[src/rtl/opet_pkg.sv]
// Shared types and default sizes for the overlap pair event tracker.
`timescale 1ns / 1ps
`default_nettype none

package opet_pkg;

  localparam int unsigned TableEntriesDef = 64;
  localparam int unsigned HandleBitsDef   = 16;

  typedef enum logic [1:0] {
    MODE_REPORT    = 2'd0,
    MODE_END_FRAME = 2'd1,
    MODE_REMOVE    = 2'd2,
    MODE_QUERY     = 2'd3
  } mode_e;

  typedef enum logic [2:0] {
    KIND_NONE  = 3'd0,
    KIND_ENTER = 3'd1,
    KIND_STAY  = 3'd2,
    KIND_EXIT  = 3'd3,
    KIND_FULL  = 3'd4
  } kind_e;

endpackage

`default_nettype wire

[src/rtl/overlap_pair_event_tracker_top.sv]
// Overlap pair table with report, end-of-frame, remove and query commands.
// Every command walks all TABLE_ENTRIES slots, one slot per cycle through the
// single read port of the handle memory; its last result comes out as busy_o
// drops, and the next start is taken as soon as busy_o is low. Walk events
// come out only for slots that produce one, each held back until the next one
// arrives, the last one as the final result; the receiver cannot stall them.
// Reset clears the slot flags at once; the handle memory needs no clearing.
`timescale 1ns / 1ps
`default_nettype none

module overlap_pair_event_tracker_top import opet_pkg::*; #(
  parameter int unsigned TABLE_ENTRIES = TableEntriesDef,
  parameter int unsigned HANDLE_BITS   = HandleBitsDef
) (
  input  wire logic                   clk_i,
  input  wire logic                   rst_ni,
  input  wire logic                   start_i,
  output logic                        busy_o,
  input  wire logic [1:0]             mode_i,
  input  wire logic [HANDLE_BITS-1:0] handle_a_i,
  input  wire logic [HANDLE_BITS-1:0] handle_b_i,
  output logic                        event_valid_o,
  output logic [2:0]                  event_kind_o,
  output logic [HANDLE_BITS-1:0]      event_trigger_o,
  output logic [HANDLE_BITS-1:0]      event_other_o,
  output logic                        overlapping_o,
  output logic                        last_o
);

  localparam int unsigned IdxW = $clog2(TABLE_ENTRIES);
  localparam logic [IdxW-1:0] LastIdx = IdxW'(TABLE_ENTRIES - 1);
  localparam int unsigned PairW = 2 * HANDLE_BITS;

  localparam logic [1:0] S_IDLE = 2'd0;
  localparam logic [1:0] S_SCAN = 2'd1;
  localparam logic [1:0] S_DONE = 2'd2;

  logic [1:0] state_q, state_d;
  mode_e mode_q, mode_d;
  logic [HANDLE_BITS-1:0] a_q, a_d, b_q, b_d;

  logic [TABLE_ENTRIES-1:0] valid_q, valid_d;
  logic [TABLE_ENTRIES-1:0] entered_q, entered_d;
  logic [TABLE_ENTRIES-1:0] seen_q, seen_d;

  logic [PairW-1:0] mem_q [TABLE_ENTRIES];
  logic [PairW-1:0] rdata_q;
  logic             mem_we;

  logic            rd_act_q, rd_act_d;
  logic [IdxW-1:0] rd_idx_q, rd_idx_d;
  logic            ev_vld_q, ev_vld_d;
  logic [IdxW-1:0] ev_idx_q, ev_idx_d;
  logic            ev_last_q, ev_last_d;

  logic                   match_q, match_d;
  logic [IdxW-1:0]        match_idx_q, match_idx_d;
  logic [HANDLE_BITS-1:0] match_t_q, match_t_d, match_o_q, match_o_d;
  logic                   free_q, free_d;
  logic [IdxW-1:0]        free_idx_q, free_idx_d;

  logic                   pend_q, pend_d;
  kind_e                  pend_kind_q, pend_kind_d;
  logic [HANDLE_BITS-1:0] pend_t_q, pend_t_d, pend_o_q, pend_o_d;

  logic                   strobe_q, strobe_d;
  kind_e                  kind_q, kind_d;
  logic [HANDLE_BITS-1:0] trig_q, trig_d, oth_q, oth_d;
  logic                   ovl_q, ovl_d;
  logic                   last_q, last_d;

  logic [HANDLE_BITS-1:0] cur_t, cur_o;
  logic                   cur_valid, cur_entered, cur_seen, cur_hit;
  logic                   ev_has;
  kind_e                  ev_kind;

  assign cur_t       = rdata_q[PairW-1:HANDLE_BITS];
  assign cur_o       = rdata_q[HANDLE_BITS-1:0];
  assign cur_valid   = valid_q[ev_idx_q];
  assign cur_entered = entered_q[ev_idx_q];
  assign cur_seen    = seen_q[ev_idx_q];
  assign cur_hit     = cur_valid && (((cur_t == a_q) && (cur_o == b_q)) ||
                                     ((cur_t == b_q) && (cur_o == a_q)));

  always_comb begin
    state_d     = state_q;
    mode_d      = mode_q;
    a_d         = a_q;
    b_d         = b_q;
    valid_d     = valid_q;
    entered_d   = entered_q;
    seen_d      = seen_q;
    mem_we      = 1'b0;
    rd_act_d    = rd_act_q;
    rd_idx_d    = rd_idx_q;
    ev_vld_d    = 1'b0;
    ev_idx_d    = ev_idx_q;
    ev_last_d   = 1'b0;
    match_d     = match_q;
    match_idx_d = match_idx_q;
    match_t_d   = match_t_q;
    match_o_d   = match_o_q;
    free_d      = free_q;
    free_idx_d  = free_idx_q;
    pend_d      = pend_q;
    pend_kind_d = pend_kind_q;
    pend_t_d    = pend_t_q;
    pend_o_d    = pend_o_q;
    strobe_d    = 1'b0;
    kind_d      = kind_q;
    trig_d      = trig_q;
    oth_d       = oth_q;
    ovl_d       = ovl_q;
    last_d      = 1'b0;
    ev_has      = 1'b0;
    ev_kind     = KIND_NONE;

    unique case (state_q)
      S_IDLE: begin
        if (start_i) begin
          state_d  = S_SCAN;
          mode_d   = mode_e'(mode_i);
          a_d      = handle_a_i;
          b_d      = handle_b_i;
          rd_act_d = 1'b1;
          rd_idx_d = '0;
          match_d  = 1'b0;
          free_d   = 1'b0;
          pend_d   = 1'b0;
        end
      end
      S_SCAN: begin
        if (rd_act_q) begin
          ev_vld_d  = 1'b1;
          ev_idx_d  = rd_idx_q;
          ev_last_d = (rd_idx_q == LastIdx);
          if (rd_idx_q == LastIdx) begin
            rd_act_d = 1'b0;
            rd_idx_d = '0;
          end else begin
            rd_idx_d = rd_idx_q + 1'b1;
          end
        end
        if (ev_vld_q) begin
          unique case (mode_q)
            MODE_REPORT, MODE_QUERY: begin
              if (cur_hit && !match_q) begin
                match_d     = 1'b1;
                match_idx_d = ev_idx_q;
                match_t_d   = cur_t;
                match_o_d   = cur_o;
              end
              if (!cur_valid && !free_q) begin
                free_d     = 1'b1;
                free_idx_d = ev_idx_q;
              end
            end
            MODE_END_FRAME: begin
              if (cur_valid) begin
                if (!cur_seen) begin
                  ev_has              = cur_entered;
                  ev_kind             = KIND_EXIT;
                  valid_d[ev_idx_q]   = 1'b0;
                  entered_d[ev_idx_q] = 1'b0;
                end else begin
                  ev_has              = 1'b1;
                  ev_kind             = cur_entered ? KIND_STAY : KIND_ENTER;
                  entered_d[ev_idx_q] = 1'b1;
                  seen_d[ev_idx_q]    = 1'b0;
                end
              end
            end
            MODE_REMOVE: begin
              if (cur_valid && ((cur_t == a_q) || (cur_o == a_q))) begin
                ev_has              = cur_entered;
                ev_kind             = KIND_EXIT;
                valid_d[ev_idx_q]   = 1'b0;
                entered_d[ev_idx_q] = 1'b0;
                seen_d[ev_idx_q]    = 1'b0;
              end
            end
          endcase
          if (ev_has) begin
            if (pend_q) begin
              strobe_d = 1'b1;
              kind_d   = pend_kind_q;
              trig_d   = pend_t_q;
              oth_d    = pend_o_q;
              ovl_d    = 1'b0;
            end
            pend_d      = 1'b1;
            pend_kind_d = ev_kind;
            pend_t_d    = cur_t;
            pend_o_d    = cur_o;
          end
          if (ev_last_q) begin
            state_d = S_DONE;
          end
        end
      end
      S_DONE: begin
        state_d  = S_IDLE;
        strobe_d = 1'b1;
        last_d   = 1'b1;
        ovl_d    = 1'b0;
        unique case (mode_q)
          MODE_REPORT: begin
            if (match_q) begin
              seen_d[match_idx_q] = 1'b1;
              kind_d = KIND_NONE;
              trig_d = match_t_q;
              oth_d  = match_o_q;
            end else if (free_q) begin
              mem_we                = 1'b1;
              valid_d[free_idx_q]   = 1'b1;
              entered_d[free_idx_q] = 1'b0;
              seen_d[free_idx_q]    = 1'b1;
              kind_d = KIND_NONE;
              trig_d = a_q;
              oth_d  = b_q;
            end else begin
              kind_d = KIND_FULL;
              trig_d = a_q;
              oth_d  = b_q;
            end
          end
          MODE_QUERY: begin
            kind_d = KIND_NONE;
            ovl_d  = match_q;
            trig_d = match_q ? match_t_q : a_q;
            oth_d  = match_q ? match_o_q : b_q;
          end
          MODE_END_FRAME, MODE_REMOVE: begin
            kind_d = pend_q ? pend_kind_q : KIND_NONE;
            trig_d = pend_q ? pend_t_q : '0;
            oth_d  = pend_q ? pend_o_q : '0;
          end
        endcase
      end
      default: begin
        state_d = S_IDLE;
      end
    endcase
  end

  always_ff @(posedge clk_i) begin
    if (mem_we) begin
      mem_q[free_idx_q] <= {a_q, b_q};
    end
    rdata_q <= mem_q[rd_idx_q];
  end

  always_ff @(posedge clk_i or negedge rst_ni) begin
    if (!rst_ni) begin
      state_q   <= S_IDLE;
      valid_q   <= '0;
      entered_q <= '0;
      seen_q    <= '0;
      rd_act_q  <= 1'b0;
      ev_vld_q  <= 1'b0;
      ev_last_q <= 1'b0;
      match_q   <= 1'b0;
      free_q    <= 1'b0;
      pend_q    <= 1'b0;
      strobe_q  <= 1'b0;
      last_q    <= 1'b0;
    end else begin
      state_q   <= state_d;
      valid_q   <= valid_d;
      entered_q <= entered_d;
      seen_q    <= seen_d;
      rd_act_q  <= rd_act_d;
      ev_vld_q  <= ev_vld_d;
      ev_last_q <= ev_last_d;
      match_q   <= match_d;
      free_q    <= free_d;
      pend_q    <= pend_d;
      strobe_q  <= strobe_d;
      last_q    <= last_d;
    end
  end

  always_ff @(posedge clk_i) begin
    mode_q      <= mode_d;
    a_q         <= a_d;
    b_q         <= b_d;
    rd_idx_q    <= rd_idx_d;
    ev_idx_q    <= ev_idx_d;
    match_idx_q <= match_idx_d;
    match_t_q   <= match_t_d;
    match_o_q   <= match_o_d;
    free_idx_q  <= free_idx_d;
    pend_kind_q <= pend_kind_d;
    pend_t_q    <= pend_t_d;
    pend_o_q    <= pend_o_d;
    kind_q      <= kind_d;
    trig_q      <= trig_d;
    oth_q       <= oth_d;
    ovl_q       <= ovl_d;
  end

  assign busy_o          = (state_q != S_IDLE);
  assign event_valid_o   = strobe_q;
  assign event_kind_o    = kind_q;
  assign event_trigger_o = trig_q;
  assign event_other_o   = oth_q;
  assign overlapping_o   = ovl_q;
  assign last_o          = last_q;

endmodule

`default_nettype wire
[config.mk]
export PLATFORM = sky130hd
export DESIGN_NAME = overlap_pair_event_tracker_top
export DESIGN_NICKNAME = d
export VERILOG_FILES = /design/src/rtl/opet_pkg.sv /design/src/rtl/overlap_pair_event_tracker_top.sv
export SDC_FILE = /design/constraint.sdc
export NUM_CORES = 2
export LEC_CHECK = 0
export BUFFER_PORTS_ARGS = -buffer_cell sky130_fd_sc_hd__buf_2
export CAP_MARGIN = 20
export CORE_MARGIN = 4
export CORE_UTILIZATION = 50
export CTS_CLUSTER_DIAMETER = 60
export DETAILED_ROUTE_END_ITERATION = 16
export PLACE_DENSITY = 0.76
export SETUP_SLACK_MARGIN = 0.4
export SYNTH_ARGS = -nofsm -noshare
export SYNTH_HDL_FRONTEND = slang
export SYNTH_SLANG_ARGS = --single-unit
[constraint.sdc]
create_clock -name clk_i -period 9 [get_ports clk_i]
set_input_delay 0.45 -clock clk_i [delete_from_list [all_inputs] [get_ports clk_i]]
set_output_delay 0.45 -clock clk_i [all_outputs]
set_load 0.01 [all_outputs]
== Word-level counts from Yosys, hierarchy flattened ==
Memory sizes are Yosys's and may differ from the RTL's. A register that Yosys moved wholly into a read port is not among the register bits.
Cells that the tools add are included.
Word-level totals
  register bits after elaboration: 363
  memory bits (writable): 2048
  output and inout port bits: 39
  word-level logic and storage cells: 226
  memories: 1
Operators by class
  add/sub/neg operators: 1
  $lt $le $gt $ge: 6
  equality and inequality tests: 28
  muxes and demuxes: 116
  bitwise gates (word level): 10
  reductions and logical operators: 36
Memories
  mem_q: depth 64, bits a word 32, read ports 1, clocked after memory_dff 1, write ports 1, line overlap_pair_event_tracker_top.sv:46  | logic [PairW-1:0] mem_q [TABLE_ENTRIES];
Operators with widths (number)
  2-to-1 mux 64 bit: 21
  one-hot mux 64 bit (2 select lines): 6
  AND 64 bit: 4
  bitwise OR 64 bit: 4
  2-to-1 mux 16 bit: 10
  NOT 64 bit: 2
  one-hot mux 16 bit (2 select lines): 4
  equality test 16 bit: 4
  2-to-1 mux 1 bit: 41
  != test 2 bit, second input constant: 12
  < comparator 6 x 7 -> 1 bit, second input constant: 3
  binary-select mux 1 bit (select 6 bit): 3
  demux 1 bit (select 6 bit): 3
  >= comparator 6 x 1 -> 1 bit, second input constant: 3
  2-to-1 mux 3 bit: 6
  2-to-1 mux 6 bit: 3
  != test 3 bit, second input constant: 6
  AND reduction 4 bit: 4
  AND reduction 8 bit: 2
  2-to-1 mux 2 bit: 7
  one-hot mux 1 bit (2 select lines): 7
  one-hot mux 6 bit (2 select lines): 1
  AND reduction 5 bit: 2
  logical AND 1 bit: 9
  other kinds (15): 30

== Logic depth before layout (Yosys ltp) ==
  depth after elaboration: 11
  gate-level depth with buffers: 15
  gate-level depth less buffers: 8

== Worst setup path after synthesis ==
Ideal clock, no wire load.
  path kind: register to register
  from: register a_q[1]
  to: register match_idx_q[0] (enable)
  arrival: 4606 ps
  data required time: 8520 ps
  path slack: 3914 ps
  stages on the path, launching flop included: 7
  path buffers: 0
  clock period less this slack: 5086 ps
  path through: edfxtp_1 -> xor2_1 -> nor4_1 -> nand4_1 -> o22ai_1 -> nand3b_1 -> nor3_1
On the way
  word-level cells in the longest chain between the ends: 6
  elaborated cells on any way between the ends: 8
RTL lines
  from (decl): line overlap_pair_event_tracker_top.sv:40  | logic [HANDLE_BITS-1:0] a_q, a_d, b_q, b_d;
  from (signal assigned): line overlap_pair_event_tracker_top.sv:285  | a_q <= a_d;
  equality test 16 bit (on tied branches): line overlap_pair_event_tracker_top.sv:82, overlap_pair_event_tracker_top.sv:83
  logical AND 1 bit (on tied branches): line overlap_pair_event_tracker_top.sv:82, overlap_pair_event_tracker_top.sv:83
  logical OR 1 bit *: line overlap_pair_event_tracker_top.sv:82  | assign cur_hit = cur_valid && (((cur_t == a_q) && (cur_o == b_q)) ||
  logical AND 1 bit *: line overlap_pair_event_tracker_top.sv:82
  logical AND 1 bit *: line overlap_pair_event_tracker_top.sv:147  | if (cur_hit && !match_q) begin
  AND reduction 4 bit (no line) *
  to (signal assigned): line overlap_pair_event_tracker_top.sv:289  | match_idx_q <= match_idx_d;
  to (decl): line overlap_pair_event_tracker_top.sv:57  | logic [IdxW-1:0] match_idx_q, match_idx_d;
Every way passes the cells marked *; elsewhere a longest branch is shown, timed or not.
A chain may end at the register's enable or synchronous reset.

== Worst setup path in the final report ==
  from: register ev_idx_q[1]
  to: register seen_q[1]
On the way
  word-level cells in the longest chain between the ends: 11
  elaborated cells on any way between the ends: 22
RTL lines
  from (decl): line overlap_pair_event_tracker_top.sv:53  | logic [IdxW-1:0] ev_idx_q, ev_idx_d;
  from (signal assigned): line overlap_pair_event_tracker_top.sv:288  | ev_idx_q <= ev_idx_d;
  < comparator 6 x 7 -> 1 bit (not written as such) or >= comparator 6 x 1 -> 1 bit (tied branches): line overlap_pair_event_tracker_top.sv:169, overlap_pair_event_tracker_top.sv:179
  logical AND 1 bit (not written as such): line overlap_pair_event_tracker_top.sv:169, overlap_pair_event_tracker_top.sv:179
  2-to-1 mux 1 bit (not written as such): line overlap_pair_event_tracker_top.sv:169, overlap_pair_event_tracker_top.sv:179
  demux 1 bit (select 6 bit): line overlap_pair_event_tracker_top.sv:169, overlap_pair_event_tracker_top.sv:179
  NOT 64 bit (no line)
  AND 64 bit (no line)
  2-to-1 mux 64 bit: line overlap_pair_event_tracker_top.sv:160  | if (!cur_seen) begin
  2-to-1 mux 64 bit: line overlap_pair_event_tracker_top.sv:159  | if (cur_valid) begin
  one-hot mux 64 bit (2 select lines): line overlap_pair_event_tracker_top.sv:145  | unique case (mode_q)
  2-to-1 mux 64 bit: line overlap_pair_event_tracker_top.sv:144  | if (ev_vld_q) begin
  one-hot mux 64 bit (2 select lines): line overlap_pair_event_tracker_top.sv:118  | unique case (state_q)
  to (signal assigned): line overlap_pair_event_tracker_top.sv:271  | seen_q <= seen_d;
  to (decl): line overlap_pair_event_tracker_top.sv:44  | logic [TABLE_ENTRIES-1:0] seen_q, seen_d;
Parallel ways exist; a longest one is shown, timed or not. The select of a mux whose other input is x is not followed.

==> results.py <==
metrics = {
    "drt": {
        "route.detailed.drc": 0,
        "num_vias": 53200,
        "drt-total-wl_mm": 290,
        "vias_per_cell": 6.79,
        "firstDrtPassIters": 8,
        "wire_per_inst_um": 37.1,
        "drt_iter0_markers": 8516,
        "ant_nets": 0,
    },
    "clock_network": {
        "post_cts_buffers": 0,
        "clk_pin_slew_ps": 60,
        "root_buffer": "clkbuf_16",
        "cts_tree": "built",
        "htreeDepth": 4,
        "clock_sinks": 2442,
        "max-clock-path-buffers": 3,
        "cts_resized": 0,
        "hold_buffers": 36,
        "clock_latency_ps": 910,
        "numCtsBuffers": 228,
    },
    "sta": {
        "hold_viol": 0,
        "tightest_slew_ps": 1260,
        "rsz0062_at_grt": "false",
        "final-setup-viol-count": 0,
        "drv_slew": 0,
        "max_freq_mhz": 183,
        "slew_headroom_pct": 15.4,
        "fin_tns_setup_ps": 0,
        "fin_crit_sh_pct": 60.7,
        "finClkSkew_ps": 106,
        "layout_min_cycle_time_ps": 5460,
    },
    "global_routing": {
        "grt_max_degree": 129,
        "grt_pass1_vias": 53300,
        "grt_use_total_pct": 28.6,
        "grt_pass1_wl_mm": 410,
        "antenna_found_initial": 17,
        "overflow": 0,
    },
    "final_layout": {
        "area_growth_pct": 12.4,
        "drive_gt1_share_pct": 27.1,
        "layout.nets": 5132,
        "fillers": 13900,
    },
    "die": {
        "num_io_pins": 76,
        "rows": 162,
        "die_y_um": 450,
        "start_util_pct": 50.2,
        "die_x_um": 450,
        "core_um2": 195000,
        "dieArea_um2": 203000,
    },
    "critical_path": {
        "path_max_fanout": 57,
        "cp.arrival_ps": 6130,
        "end_kind": "flop",
        "worstSetupPathType": "flop to flop",
        "r2r-end": "seen_q[1]",
        "startpoint_type": "flop",
        "reg2reg_depth": 11,
        "cp.required_ps": 9670,
        "r2r_slack_ps": 3540,
        "r2r_start": "ev_idx_q[1]",
    },
    "place": {
        "dp_hpwl_mm": 147,
        "place.gp.congestion": 0.955,
        "port_buffers": 75,
    },
    "logic_synthesis": {
        "yosysWarnings": 0,
        "avgSynthCellArea_um2": 20.0,
        "syn_area_um2": 97800,
        "synth_ff_type": "edfxtp_1",
        "ys_ff_latch": 2442,
        "synthArstFlopShare_pct": 8.27,
        "syn_nets": 4941,
        "synth_edf_count": 2208,
        "synth-seq-area-share_pct": 73.6,
        "synth.distinct_cells": 80,
        "postSynthCellCount": 4895,
    },
    "power": {
        "internal_power_mw": 22.4,
        "power_frac_clock_pct": 29.7,
        "pwr-share-comb_pct": 28.8,
        "power.switching_fraction_pct": 31.7,
        "p_sw_mw": 10.4,
        "leakagePower_nw": 34.9,
        "ir_worst_vdd_v": 0.000275,
        "powerDensity_nw_per_um2": 298,
        "p_total_mw": 32.7,
        "seq_power_share_pct": 41.5,
    },
    "outcome": {
        "outcome": "finished, final reports clean",
    },
    "run": {
        "drv_cap": 0,
    },
    "hold_path": {
        "hp-class": "input port to async pin",
    },
}
-- layout make-up --
cell class                 instances  area (um2)  area share (%)
timing repair buffer             286        2180            1.98
tap                             2542        3180            2.89
multi-input combinational       2048       24700            22.5
clock buffer                     285        6010            5.47
antenna                            5        12.5          0.0114
sequential                      2442       72000            65.5
inverter                          80         300           0.273
clock inverter                   144        1540            1.40
-- Yosys cell counts, types with 10 or more instances --
library cell,number,area [um2]
edfxtp_1,2208,66300
mux4_2,688,15500
o21ai_0,227,1140
clkbuf_1,217,815
nand2_1,216,811
dfrtp_1,202,5050
nor2_1,160,601
inv_1,78,293
nand3_1,67,335
xor2_1,67,587
o221ai_1,64,561
o211ai_1,57,428
mux2i_1,51,510
buf_1,48,180
a21oi_1,45,225
buf_2,35,175
a32oi_1,34,298
o31ai_2,34,425
dfxtp_1,32,641
o31a_1,26,228
a31oi_1,25,156
a21o_1,23,173
nor4_1,17,106
and3_1,16,100
a22oi_1,15,113
nor3_1,15,75.1
nor3b_1,15,113
o22ai_1,15,93.8
mux2_2,13,146
buf_4,12,90.1
nand2b_1,11,68.8
and2_1,10,62.6
buf_6,10,113
-- how the worst max path moves through the flow --
| stage | start | to | slack, ps | cells after the start |
|---|---|---|---|---|
| floorplan | a_q[1] | match_idx_q[0] | 3910 | 6 |
| global placement | ev_idx_q[1] | seen_q[1] | 3850 | 11 |
| detailed placement | ev_idx_q[1] | seen_q[2] | 3730 | 11 |
| CTS | ev_idx_q[1] | seen_q[1] | 3660 | 11 |
| global route | ev_idx_q[1] | seen_q[2] | 3330 | 11 |
| finish | ev_idx_q[1] | seen_q[1] | 3540 | 11 |
-- routing by layer --
layer / vias to the layer above / wire length, um / global-route usage [%]
met5: - / 56 / 0
met1: 27700 / 99600 / 37.7
li1: 20700 / - / -
met2: 4045 / 137000 / 44.5
met3: 779 / 36300 / 7.43
met4: 8 / 17000 / 14.3
-- sequential cells by signal, indices dropped and copies added (netlist names), 16 cells and up, named ones only --
| register | flops |
|---|---|
| match_t_q | 16 |
| seen_q | 64 |
| rdata_q | 32 |
| valid_q | 64 |
| mem_q | 2048 |
| pend_t_q | 16 |
| b_q | 16 |
| match_o_q | 16 |
| event_trigger_o | 16 |
| a_q | 16 |
| pend_o_q | 16 |
| event_other_o | 16 |
-- cell usage in the layout (no fill, tap or decap), types with 16 or more instances in the layout --
cell / instances
edfxtp_1: 2208
mux4_2: 688
clkbuf_16: 229
o21ai_0: 227
nand2_1: 216
dfrtp_1: 201
buf_4: 164
nor2_1: 92
inv_1: 75
buf_2: 75
xor2_1: 67
nand3_1: 66
nor2_4: 65
o221ai_1: 64
o211ai_1: 57
mux2i_1: 51
clkbuf_1: 49
a21oi_1: 45
clkinv_1: 45
clkinv_2: 45
dlygate4sd3_1: 36
o31ai_2: 34
a32oi_1: 34
dfxtp_1: 32
o31a_1: 26
a31oi_1: 25
a21o_1: 23
bufinv_16: 20
nor4_1: 17
and3_1: 16
-- critical path: stages, from the launching register on --
cell and delay (ps):
edfxtp_1 590, buf_4 690, clkinv_1 640, a22oi_1 330, a22oi_1 140, a221oi_1 390, nand4bb_1 560, o211ai_2 340
buf_4 420, or2_2 300, buf_4 570, o31ai_1 170
-- stage by stage --
step | cells | instance area, um2 | setup slack, ps | utilization, % | hold WS [ps]
5_1_grt | 7828 | 110000 | 3330 | 56.5 | 256
3_3_place_gp | 7358 | 102000 | 3850 | 52.4 | 476
6_report | 7832 | 110000 | 3540 | 56.5 | 276
3_5_place_dp | 7360 | 102000 | 3730 | 52.4 | 478
2_1_floorplan | 4895 | 97800 | 3910 | - | 154
4_1_cts | 7825 | 110000 | 3660 | 56.5 | 220
-- power groups by stage --
| stage | Sequential (mW) | Combinational, mW | Clock, mW |
|---|---|---|---|
| after floorplan | 13.8 | 6.11 | 0 |
| after global placement | 13.8 | 9.07 | 0 |
| after detailed placement | 13.8 | 9.18 | 0 |
| after CTS | 13.6 | 9.32 | 9.78 |
| after global routing | 13.6 | 9.84 | 10.3 |
| final | 13.6 | 9.44 | 9.72 |
-- cells by family (layout without fill, tap and decap cells) --
kind of cell | count (synthesis) | after routing | share of synthesized area (%)
compound gates | 653 | 653 | 4.73
xor+xnor | 68 | 68 | 0.609
fa+ha+maj | 9 | 9 | 0.115
buf+inv | 405 | 795 | 1.75
flops | 2442 | 2442 | 73.6
mux | 753 | 753 | 16.5
other cells | 0 | 5 | 0
simple gates | 565 | 565 | 2.62
Power figures use the tool's default switching activity.
